==> config.mk <==
export PLATFORM = sky130hd
export DESIGN_NAME = cobs_crc_datagram_deframer_core
export DESIGN_NICKNAME = d
export VERILOG_FILES = /design/src/rtl/ccdf_pkg.sv /design/src/rtl/ccdf_crc16.sv /design/src/rtl/cobs_crc_datagram_deframer_core.sv
export SDC_FILE = /design/constraint.sdc
export NUM_CORES = 2
export LEC_CHECK = 0
export ABC_AREA = 1
export BUFFER_PORTS_ARGS = -buffer_cell sky130_fd_sc_hd__buf_2
export CAP_MARGIN = 20
export CORE_UTILIZATION = 30
export DETAILED_ROUTE_END_ITERATION = 10
export PLACE_DENSITY = 0.46
export SYNTH_ARGS = -nofsm -noshare
export SYNTH_HDL_FRONTEND = slang
export SYNTH_SLANG_ARGS = --single-unit
==> constraint.sdc <==
create_clock -name clk -period 19 [get_ports clk]
set_clock_uncertainty 0.2 [all_clocks]
set_input_delay 3.8 -clock clk [delete_from_list [all_inputs] [get_ports clk]]
set_output_delay 3.8 -clock clk [all_outputs]
set_load 0.1 [all_outputs]
==> src/rtl/ccdf_pkg.sv <==
// Shared types, constants and the CRC-16/CCITT-FALSE byte step for the
// COBS datagram deframer. No dependencies.
`timescale 1ns / 1ps
`default_nettype none

package ccdf_pkg;

  // Framing constants
  localparam logic [7:0]  DELIM        = 8'h00;
  localparam logic [7:0]  CODE_FULL    = 8'hFF;
  localparam int unsigned MIN_FRAME    = 5;
  localparam logic [7:0]  NUM_CHANNELS = 8'd3;
  localparam logic [1:0]  CHAN_NONE    = 2'd3;

  // CRC-16/CCITT-FALSE
  localparam logic [15:0] CRC_INIT = 16'hFFFF;
  localparam logic [15:0] CRC_POLY = 16'h1021;

  // Result item kinds
  localparam logic KIND_PAYLOAD = 1'b0;
  localparam logic KIND_STATUS  = 1'b1;

  // Frame status codes
  localparam logic [1:0] STAT_OK       = 2'd0;
  localparam logic [1:0] STAT_CRC_FAIL = 2'd1;
  localparam logic [1:0] STAT_DEC_FAIL = 2'd2;

  // Output beat packing (tdata, lowest bit first)
  localparam int unsigned OUT_DATA_W = 152;

  // Control from the deframer to the CRC unit
  typedef struct packed {
    logic       clear;
    logic       feed;
    logic [7:0] data;
  } crc_ctl_t;

  // One byte of CRC-16/CCITT-FALSE, MSB first.
  function automatic logic [15:0] crc16_byte(input logic [15:0] crc_in,
                                             input logic [7:0]  data);
    logic [15:0] c;
    c = crc_in ^ {data, 8'h00};
    for (int b = 0; b < 8; b++) begin
      if (c[15]) begin
        c = {c[14:0], 1'b0} ^ CRC_POLY;
      end else begin
        c = {c[14:0], 1'b0};
      end
    end
    return c;
  endfunction

endpackage

`default_nettype wire

==> src/rtl/ccdf_crc16.sv <==
// Running CRC-16/CCITT-FALSE register, one byte per cycle.
// Depends on ccdf_pkg for the control struct and the byte step.
`timescale 1ns / 1ps
`default_nettype none

module ccdf_crc16 (
  input  wire logic                clk,
  input  wire ccdf_pkg::crc_ctl_t  ctl,
  output logic [15:0]              crc
);
  import ccdf_pkg::*;

  // Clear to the initial value, or fold in one byte.
  always_ff @(posedge clk) begin
    if (ctl.clear) begin
      crc <= CRC_INIT;
    end else if (ctl.feed) begin
      crc <= crc16_byte(crc, ctl.data);
    end
  end

endmodule

`default_nettype wire

==> src/rtl/cobs_crc_datagram_deframer_core.sv <==
// Receive-side COBS deframer with CRC-16/CCITT-FALSE check and counters.
// Depends on ccdf_pkg and ccdf_crc16.
`timescale 1ns / 1ps
`default_nettype none

// A nonzero received byte is written into the frame store while it has
// room, and the block stays ready for the next byte. A zero byte that ends
// a nonempty frame starts the decode: the frame store has one read port
// with a registered read, so each stored byte is first read (S_DEC_RD) and
// then decoded (S_DEC_PROC), and each zero restored between COBS blocks
// needs no state of its own, since it is written during the next read.
// Decoded bytes go into a second memory while the CRC runs alongside. The
// S_FINISH state then checks the header, length and CRC and updates the
// counters. A good frame on an enabled channel is replayed from the decoded
// memory, each payload byte being read (S_RP_RD) and then loaded into the
// output register (S_RP_OUT); then the status beat follows. The input is
// not ready from the delimiter until the status beat has been loaded into
// the output register. Output beats wait in that register until taken, and
// a full register stalls the replay. A decode error ends the decode early.
// Both memories start undefined; only entries written since the last
// delimiter are ever read, so no clearing pass runs.
module cobs_crc_datagram_deframer_core #(
  parameter int unsigned BUFFER_BYTES = 64
) (
  input  wire logic                              clk,
  input  wire logic                              rst,
  // Configuration: channel_enable_mask
  input  wire logic                              cfg_wr_en,
  input  wire logic [2:0]                        cfg_wr_data,
  // Received bytes
  input  wire logic                              s_tvalid,
  output logic                                   s_tready,
  input  wire logic [7:0]                        s_tdata,   // [7:0] rx_byte
  // Result beats
  output logic                                   m_tvalid,
  input  wire logic                              m_tready,
  // [1:0] channel, [9:2] data_byte, [11:10] frame_status,
  // [17:12] payload_length, [49:18] ok_count, [81:50] crc_fail_count,
  // [113:82] decode_fail_count, [145:114] oversize_count, [151:146] zero
  output logic [ccdf_pkg::OUT_DATA_W-1:0]        m_tdata,
  output logic [0:0]                             m_tuser,   // [0] item_kind
  output logic                                   m_tlast    // last
);
  import ccdf_pkg::*;

  localparam int unsigned AW = $clog2(BUFFER_BYTES);
  localparam int unsigned CW = AW + 1;
  localparam logic [CW-1:0] BUF_LIMIT = CW'(BUFFER_BYTES);

  typedef enum logic [2:0] {
    S_IDLE,
    S_DEC_RD,
    S_DEC_PROC,
    S_FINISH,
    S_RP_RD,
    S_RP_OUT,
    S_STATUS
  } state_t;

  state_t state;

  // Frame assembly and decode registers
  logic [CW-1:0] fill;
  logic [CW-1:0] nbytes;
  logic [CW-1:0] rd_idx;
  logic [7:0]    run_left;
  logic          code_ff;
  logic          zero_pend;
  logic          err;
  logic [CW-1:0] dec_cnt;
  logic [7:0]    d_last;
  logic [7:0]    d_prev;
  logic [7:0]    chan_r;
  logic [15:0]   len_r;
  logic [CW-1:0] rp_idx;
  logic [2:0]    enable_mask;

  // Counters
  logic [31:0] ok_count;
  logic [31:0] crc_fail_count;
  logic [31:0] decode_fail_count;
  logic [31:0] oversize_count;

  // Per-frame result
  logic [1:0] res_status;
  logic [1:0] res_chan;
  logic [5:0] res_plen;

  // Output register fields
  logic        o_kind;
  logic [1:0]  o_chan;
  logic [7:0]  o_data;
  logic [1:0]  o_status;
  logic [5:0]  o_plen;
  logic        o_last;
  logic [31:0] o_ok;
  logic [31:0] o_crc_fail;
  logic [31:0] o_dec_fail;
  logic [31:0] o_oversize;

  // Memories
  logic [7:0] frame_store [BUFFER_BYTES];
  logic [7:0] dec_store   [BUFFER_BYTES];
  logic [7:0] store_q;
  logic [7:0] dec_q;

  logic          in_beat;
  logic          store_we;
  logic          out_free;
  logic          out_load;
  logic [CW-1:0] rem_after;
  logic [7:0]    code_run;
  logic          run_bad;
  logic          emit_req;
  logic          emit_we;
  logic          emit_ovf;
  logic [7:0]    emit_byte;
  logic [CW-1:0] rp_sum;
  logic [AW-1:0] rp_addr;
  logic [16:0]   len_plus;
  logic          dec_fail;
  logic          crc_bad;
  logic [3:0]    mask4;
  logic          deliver;
  logic [15:0]   crc_val;
  crc_ctl_t      crc_ctl;

  assign s_tready = (state == S_IDLE);
  assign in_beat  = s_tvalid && s_tready;
  assign store_we = in_beat && (s_tdata != DELIM) && (fill < BUF_LIMIT);
  assign out_free = !m_tvalid || m_tready;
  assign out_load = ((state == S_RP_OUT) || (state == S_STATUS)) && out_free;

  // Frame store: written on arrival, read during decode.
  always_ff @(posedge clk) begin
    if (store_we) begin
      frame_store[fill[AW-1:0]] <= s_tdata;
    end
    if (state == S_DEC_RD) begin
      store_q <= frame_store[rd_idx[AW-1:0]];
    end
  end

  // Decoded store: written while decoding, read during payload replay.
  assign rp_sum  = rp_idx + CW'(3);
  assign rp_addr = rp_sum[AW-1:0];

  always_ff @(posedge clk) begin
    if (emit_we) begin
      dec_store[dec_cnt[AW-1:0]] <= emit_byte;
    end
    if (state == S_RP_RD) begin
      dec_q <= dec_store[rp_addr];
    end
  end

  // COBS step on the byte just read.
  assign rem_after = nbytes - rd_idx - CW'(1);
  assign code_run  = store_q - 8'd1;
  assign run_bad   = code_run > 8'(rem_after);

  always_comb begin
    emit_req  = 1'b0;
    emit_byte = store_q;
    case (state)
      S_DEC_RD: begin
        emit_req  = zero_pend;
        emit_byte = 8'h00;
      end
      S_DEC_PROC: begin
        emit_req = (run_left != 8'd0);
      end
      default: begin
        emit_req = 1'b0;
      end
    endcase
  end

  assign emit_we  = emit_req && (dec_cnt < BUF_LIMIT);
  assign emit_ovf = emit_req && !(dec_cnt < BUF_LIMIT);

  // The CRC trails the decoded stream by two bytes, which leaves the
  // trailing CRC field out of the sum.
  assign crc_ctl.clear = (state == S_IDLE);
  assign crc_ctl.feed  = emit_we && (dec_cnt >= CW'(2));
  assign crc_ctl.data  = d_prev;

  ccdf_crc16 u_crc (
    .clk (clk),
    .ctl (crc_ctl),
    .crc (crc_val)
  );

  // Frame checks once the decode has finished.
  assign len_plus = {1'b0, len_r} + 17'(MIN_FRAME);
  assign dec_fail = err || (dec_cnt < CW'(MIN_FRAME)) || (chan_r >= NUM_CHANNELS) ||
                    (17'(dec_cnt) != len_plus);
  assign crc_bad  = crc_val != {d_last, d_prev};
  assign mask4    = {1'b0, enable_mask};
  assign deliver  = mask4[chan_r[1:0]] && (len_r != 16'd0);

  // Sequencer, counters and output register.
  always_ff @(posedge clk) begin
    if (rst) begin
      state             <= S_IDLE;
      fill              <= '0;
      zero_pend         <= 1'b0;
      err               <= 1'b0;
      enable_mask       <= 3'd0;
      ok_count          <= 32'd0;
      crc_fail_count    <= 32'd0;
      decode_fail_count <= 32'd0;
      oversize_count    <= 32'd0;
      m_tvalid          <= 1'b0;
    end else begin
      if (cfg_wr_en) begin
        enable_mask <= cfg_wr_data;
      end

      // The output register fills on a load and empties when its beat is taken.
      if (out_load) begin
        m_tvalid <= 1'b1;
      end else if (m_tready) begin
        m_tvalid <= 1'b0;
      end

      // Decoded byte bookkeeping
      if (emit_we) begin
        dec_cnt <= dec_cnt + CW'(1);
        d_prev  <= d_last;
        d_last  <= emit_byte;
        if (dec_cnt == CW'(0)) begin
          chan_r <= emit_byte;
        end
        if (dec_cnt == CW'(1)) begin
          len_r[7:0] <= emit_byte;
        end
        if (dec_cnt == CW'(2)) begin
          len_r[15:8] <= emit_byte;
        end
      end

      case (state)
        S_IDLE: begin
          if (in_beat) begin
            if (s_tdata != DELIM) begin
              if (fill < BUF_LIMIT) begin
                fill <= fill + CW'(1);
              end else begin
                oversize_count <= oversize_count + 32'd1;
              end
            end else if (fill != '0) begin
              nbytes    <= fill;
              fill      <= '0;
              rd_idx    <= '0;
              run_left  <= 8'd0;
              zero_pend <= 1'b0;
              err       <= 1'b0;
              dec_cnt   <= '0;
              state     <= S_DEC_RD;
            end
          end
        end
        S_DEC_RD: begin
          zero_pend <= 1'b0;
          if (emit_ovf) begin
            err   <= 1'b1;
            state <= S_FINISH;
          end else begin
            state <= S_DEC_PROC;
          end
        end
        S_DEC_PROC: begin
          rd_idx <= rd_idx + CW'(1);
          if (run_left == 8'd0) begin
            // Code byte opens a block
            if ((store_q == DELIM) || run_bad) begin
              err   <= 1'b1;
              state <= S_FINISH;
            end else begin
              run_left <= code_run;
              code_ff  <= (store_q == CODE_FULL);
              if ((code_run == 8'd0) && (store_q != CODE_FULL) && (rem_after != '0)) begin
                zero_pend <= 1'b1;
              end
              state <= (rem_after != '0) ? S_DEC_RD : S_FINISH;
            end
          end else if (emit_ovf) begin
            err   <= 1'b1;
            state <= S_FINISH;
          end else begin
            // Data byte inside a block
            run_left <= run_left - 8'd1;
            if ((run_left == 8'd1) && !code_ff && (rem_after != '0)) begin
              zero_pend <= 1'b1;
            end
            state <= (rem_after != '0) ? S_DEC_RD : S_FINISH;
          end
        end
        S_FINISH: begin
          if (dec_fail) begin
            decode_fail_count <= decode_fail_count + 32'd1;
            res_status        <= STAT_DEC_FAIL;
            res_chan          <= CHAN_NONE;
            res_plen          <= 6'd0;
            state             <= S_STATUS;
          end else if (crc_bad) begin
            crc_fail_count <= crc_fail_count + 32'd1;
            res_status     <= STAT_CRC_FAIL;
            res_chan       <= CHAN_NONE;
            res_plen       <= 6'd0;
            state          <= S_STATUS;
          end else begin
            ok_count   <= ok_count + 32'd1;
            res_status <= STAT_OK;
            res_chan   <= chan_r[1:0];
            res_plen   <= len_r[5:0];
            rp_idx     <= '0;
            state      <= deliver ? S_RP_RD : S_STATUS;
          end
        end
        S_RP_RD: begin
          state <= S_RP_OUT;
        end
        S_RP_OUT: begin
          if (out_free) begin
            o_kind     <= KIND_PAYLOAD;
            o_chan     <= res_chan;
            o_data     <= dec_q;
            o_status   <= STAT_OK;
            o_plen     <= res_plen;
            o_last     <= 1'b0;
            o_ok       <= ok_count;
            o_crc_fail <= crc_fail_count;
            o_dec_fail <= decode_fail_count;
            o_oversize <= oversize_count;
            rp_idx     <= rp_idx + CW'(1);
            state      <= ((16'(rp_idx) + 16'd1) == len_r) ? S_STATUS : S_RP_RD;
          end
        end
        S_STATUS: begin
          if (out_free) begin
            o_kind     <= KIND_STATUS;
            o_chan     <= res_chan;
            o_data     <= 8'h00;
            o_status   <= res_status;
            o_plen     <= res_plen;
            o_last     <= 1'b1;
            o_ok       <= ok_count;
            o_crc_fail <= crc_fail_count;
            o_dec_fail <= decode_fail_count;
            o_oversize <= oversize_count;
            state      <= S_IDLE;
          end
        end
        default: begin
          state <= S_IDLE;
        end
      endcase
    end
  end

  // Output beat packing
  assign m_tdata = {6'd0, o_oversize, o_dec_fail, o_crc_fail, o_ok,
                    o_plen, o_status, o_data, o_chan};
  assign m_tuser = o_kind;
  assign m_tlast = o_last;

  // The fill level is cleared when a frame is taken for decode and stays
  // clear until the input is accepted again.
  a_fill_clear_while_busy: assert property (@(posedge clk) disable iff (rst)
    (state != S_IDLE) |-> (fill == '0))
    else $error("fill level nonzero while a frame is in work");

  // The decoded byte count never exceeds the buffer.
  a_dec_cnt_bounded: assert property (@(posedge clk) disable iff (rst)
    (dec_cnt <= BUF_LIMIT) || (state == S_IDLE))
    else $error("decoded byte count past buffer");

  // A payload beat always reports a good frame and never ends the run.
  a_payload_beat_ok: assert property (@(posedge clk) disable iff (rst)
    (m_tvalid && (m_tuser == KIND_PAYLOAD)) |->
      ((m_tdata[11:10] == STAT_OK) && !m_tlast && (m_tdata[1:0] != CHAN_NONE)))
    else $error("payload beat with bad status");

  // Frame counters move only in the check cycle.
  a_counters_only_at_check: assert property (@(posedge clk) disable iff (rst)
    (state != S_FINISH) |=>
      ((ok_count == $past(ok_count)) && (crc_fail_count == $past(crc_fail_count)) &&
       (decode_fail_count == $past(decode_fail_count))))
    else $error("frame counter changed outside the check cycle");

endmodule

`default_nettype wire

-- Word-level counts from Yosys, hierarchy flattened
Memories as Yosys holds them, arrays and structs flattened. A register that Yosys moved wholly into a read port is not among the register bits.
Cells that the tools add are included.
- $add $sub $neg: 15
- magnitude comparators: 7
- equality and inequality tests: 27
- mux-type cells: 92
- bitwise gates (word level): 15
- reductions and logical operators: 59
- operators by type and width (kind ; count):
    $mux W16 ; 14
    $add A32 B1 Y32 const B ; 4
    $mux W13 ; 8
    $mux W7 ; 13
    $mux W8 ; 9
    $pmux W8 S2 ; 2
    $add A7 B1 Y7 const B ; 4
    $pmux W7 S2 ; 2
    $reduce_and A5 Y1 ; 5
    $logic_not A8 Y1 ; 3
    $not A3 Y3 ; 8
    $mux W1 ; 22
    $pmux W3 S7 ; 1
    $mux W2 ; 9
    $mux W3 ; 6
    $reduce_and A3 Y1 ; 6
    $add A16 B3 Y17 const B ; 1
    $ne A7 B17 Y1 ; 1
    $eq A8 B16 Y1 ; 1
    $ne A16 B16 Y1 ; 1
    $reduce_and A4 Y1 ; 4
    $reduce_bool A16 Y1 ; 1
    $reduce_bool A8 Y1 ; 2
    $sub A8 B1 Y8 const B ; 2
    39 further kinds ; 86
- bits in registers: 394
- memory bits (writable): 1024
- logic and storage cells: 251
- memories: 2
- memory list (memory ; depth ; width ; rd ports ; clocked after Yosys merged registers in ; write ports ; line ; source):
    dec_store ; 64 ; 8 ; 1 ; 1 ; 1 ; cobs_crc_datagram_deframer_core.sv:103 ; logic [7:0] dec_store [BUFFER_BYTES];
    frame_store ; 64 ; 8 ; 1 ; 1 ; 1 ; cobs_crc_datagram_deframer_core.sv:102 ; logic [7:0] frame_store [BUFFER_BYTES];

-- Longest topological paths before layout
- depth after elaboration: 32
- depth in mapped cells: 24

-- Modules after synthesis
Synthesis repeated with hierarchy kept, for this count alone.
- cell total of the unflattened synthesis: 5203
- area total of the unflattened synthesis: 59917.5 um^2
- by module, submodules not included (module ; times used ; cells an instance ; area each (um^2) ; seq. area each (um^2)):
    cobs_crc_datagram_deframer_core ; 1 ; 5029 ; 58864.0 ; 41139.5
    ccdf_crc16 ; 1 ; 174 ; 1053.5 ; 320.3

-- Least setup slack after synthesis
Ideal clock, no wire load.
- kind: input to register
- start: input rst
- end: register o_chan[0] (enable)
- setup time: 0.799 ns
- data arrival time: 13.420 ns
- data required time: 18.001 ns
- setup slack: 4.581 ns
- stages on the path: 3
- cell sequence: clkbuf_1 > clkbuf_1 > nor3_1
- cells in the longest elaborated chain, start to end: 2
- ends and longest elaborated chain (what ; line ; source):
    start: declaration ; cobs_crc_datagram_deframer_core.sv:26 ; input wire logic rst,
    $not A1 Y1 (no line) ; n/a ;
    $reduce_and A3 Y1 (no line) ; n/a ;
    end signal: assignment ; cobs_crc_datagram_deframer_core.sv:328 ; o_chan <= res_chan;
    end signal: assignment ; cobs_crc_datagram_deframer_core.sv:344 ; o_chan <= res_chan;
    end: declaration ; cobs_crc_datagram_deframer_core.sv:91 ; logic [1:0] o_chan;
Every way passes these cells.
A chain may end at the register's enable or synchronous reset.

-- Final worst setup path
- start: input s_tdata[4]
- end: memory frame_store[53][3] (enable)
- cells in the longest elaborated chain, start to end: 5
- ends and longest elaborated chain (what ; line ; source):
    start: declaration ; cobs_crc_datagram_deframer_core.sv:33 ; input wire logic [7:0] s_tdata,
    $reduce_bool A8 Y1 ; cobs_crc_datagram_deframer_core.sv:130 ; assign store_we = in_beat && (s_tdata != DELIM) && (fill < BUF_LIMIT);
    $logic_and A1 B1 Y1 (2 in a row) ; cobs_crc_datagram_deframer_core.sv:130 ;
    $mux W1 ; cobs_crc_datagram_deframer_core.sv:136 ; if (store_we) begin
    $mux W1 (implied by the code) ; cobs_crc_datagram_deframer_core.sv:137 ; frame_store[fill[AW-1:0]] <= s_tdata;
    end: declaration ; cobs_crc_datagram_deframer_core.sv:102 ;
Every way passes these cells.

==> summary.txt <==
Critical path
  – CP Max Fanout: 65
  – Crit path arrival time: 7440 ps
  – WS Path Type: input pin to flip-flop
  – CP endpoint kind: flip-flop
  – Required @ worst endpoint: 19220 ps
  – CP startpoint kind: input pin

GRT
  – Vias in the first global route: 39300
  – Initial antenna violation count: 5
  – Total congestion overflow: 0
  – Largest net degree at the start of global routing: 105
  – First-pass GRT wire length: 257 mm
  – Overall fraction of global-route tracks in use: 16.9%

Yosys
  – Mapped cell area: 59700 µm²
  – Post-synth EDFFs: 1274
  – Count leader, synth: edfxtp_1
  – Distinct cells, synth: 49
  – Synth Instances: 5173
  – Syn Area/Cell: 11.5 µm²
  – Synth top area share: 64.1%
  – Main flop type after synthesis: edfxtp_1
  – Post-synthesis sequential area ratio: 69.4%
  – Area leader, netlist: edfxtp_1
  – Post-synthesis register bit count: 1434
  – Async S/R FF share, synth: 0%
  – Top post-synthesis cells by area: edfxtp_1 64%, nor2_1 5.8%, dfxtp_1 5.4%, o21ai_0 4.8%, nand2_1 3.5%
  – Synth warn: 0
  – Post-synth top cells: 1274 x edfxtp_1, 918 x nor2_1, 567 x o21ai_0, 554 x nand2_1, 243 x nand3_1

Clocking
  – Post_cts resized: 0
  – # H-tree levels: 4
  – Clock transition at the registers of the reported paths: 60 ps
  – Setup repair bufs after CTS: 0
  – TritonCTS clock tree: built
  – CTS Hold Bufs: 0
  – TritonCTS Sinks: 1434
  – Skew-Pair Late Insertion Delay: 830 ps
  – Root Buffer: clkbuf_16
  – Worst-case clock buffer depth: 3
  – Num CTS Buffers: 158

Detailed routing
  – Vias after detailed routing: 40400
  – Post-Route WL: 173 mm
  – DRC violations left: 0
  – DRT iter0 DRCs: 3441
  – WL per Instance: 21.4 µm
  – Via/cell ratio: 5.00
  – Post-DRT Antenna Nets: 0
  – Number of detailed-route iterations in the first pass: 7

Timing
  – Peak Freq: 0.139 GHz
  – Fin. max-slew vios: 0
  – Final Hold Violating Endpoints: 0
  – Post-route minimum period: 7210 ps
  – Worst slew pin tran: 1060 ps
  – RSZ-0062 raised after global routing: no
  – Final setup vio count: 0
  – Fin Setup TNS: 0 ps
  – Final WS setup: 11790 ps
  – Slew Limit Headroom: 29.2%
  – Tcrit/Tclk final: 38.0%

Outcome
  – Run status: complete, no violations

Power
  – Pwr/cell area: 96.6 nW/µm²
  – Leakage Power: 22.2 nW
  – VDD IR max: 0.0872 mV

Job
  – Max-cap violations: 0

Placed design
  – Placer Congestion: 0.853
  – HPWL after detailed placement: 104 mm
  – DP Worst Slack: 10850 ps
  – IO buf count: 165

Floorplanning
  – Row Count: 163
  – Boundary pin count: 172
  – Chip height: 448 µm
  – Die area: 201000 µm²
  – Die W: 448 µm
  – Initial core utilization: 30.2%
  – Core Area: 198000 µm²

Layout
  – Net count, final: 5338
  – Area Growth Syn to Fin: 15.0%
  – Layout cells sized above 1: 9.68%

Worst hold path
  – Worst min path class: flip-flop to flip-flop
==> final timing paths <==
path	depth (start not counted)	startpoint	slack, ps	to
worst max-delay path	10	s_tdata[4]	11790	frame_store[53][3]
worst min-delay path	0	oversize_count[31]	270	o_oversize[31]
worst max register to register	12	rp_idx[0]	13480	dec_q[3]
worst min register to register	0	oversize_count[31]	270	o_oversize[31]
==> per-layer routing <==
metal	vias up	wire length [µm]	GRT usage, %	part of all wire, %
li1	19000	-	-	-
met1	20000	80000	23.9	46
met2	1168	79200	26.9	46
met5	-	0	0	0
met4	0	3670	4.53	2.1
met3	226	9700	2.72	5.6
==> cell type report <==
cell class	instances	area, µm²
diodes	1	2.50
flip-flops and latches	1434	41500
multi-input cells	3230	16300
repair buffers	224	1290
clock inverters	104	1260
well taps	2640	3300
inverters	240	913
fillers	19600	129000
clock buffers	191	4140
==> cells by family (layout without fill, tap and decap cells) <==
kind of cell | after synthesis | after routing | share of synthesized area [%]
simple gates | 1964 | 1964 | 13.8
flops | 1434 | 1434 | 69.4
compound gates | 1085 | 1085 | 10.6
buf+inv | 514 | 759 | 3.38
xor+xnor | 141 | 141 | 2.07
fa+ha+maj | 34 | 34 | 0.725
other cells | 1 | 7 | 0.00628
==> through the flow <==
stage	instance area, µm²	total power, mW	hold slack [ps]	cells	util [%]
6_report	68700	6.63	269	8064	34.8
5_1_grt	68700	6.82	281	8064	34.8
4_1_cts	68600	6.71	274	8059	34.7
3_5_place_dp	63200	3.54	255	7764	32.0
3_3_place_gp	63200	3.54	222	7763	32.0
2_1_floorplan	59700	3.50	200	5178	-
==> flip-flops by register name (all words and copies together), names as in the netlist, 8 cells and up <==
name / count
o_oversize: 32
dec_q: 8
o_dec_fail: 32
crc_fail_count: 32
oversize_count: 32
decode_fail_count: 32
chan_r: 8
frame_store: 512
len_r: 16
ok_count: 32
o_crc_fail: 32
u_crc.crc: 16
d_prev: 8
o_ok: 32
dec_store: 512
d_last: 8
store_q: 8
o_data: 8
run_left: 8
==> where the power goes <==
group          switching [mW]  internal, mW
registers             0.00512          3.41
clock network            1.34          1.82
logic                  0.0553       0.00805
==> critical path, stage by stage <==
cell and delay (ps):
buf_2 80, buf_4 740, nor2_1 110, nand4_1 390
nand3_1 200, nor2_1 160, inv_1 110, nor2_1 190
nand3_1 770, nor2_1 860
==> cells in the final DEF, fill, tap and decap left out, drive strengths merged, types with 5 or more instances in the layout <==
master	netlist	routed
edfxtp	1274	1274
nor2	931	931
o21ai	575	575
nand2	564	564
nand3	244	244
inv	236	242
buf	43	222
clkbuf	231	193
dfxtp	160	160
a21oi	145	145
o22ai	144	144
o221ai	115	115
nand4	93	93
nor3	85	85
o211ai	78	78
xor2	78	78
clkinv	4	78
xnor2	63	63
ha	33	33
nor4	31	31
bufinv	0	18
a31oi	10	10
conb	1	6
clkinvlp	0	6
nor3b	5	5
No activity file was read; power rests on OpenSTA's default activity.
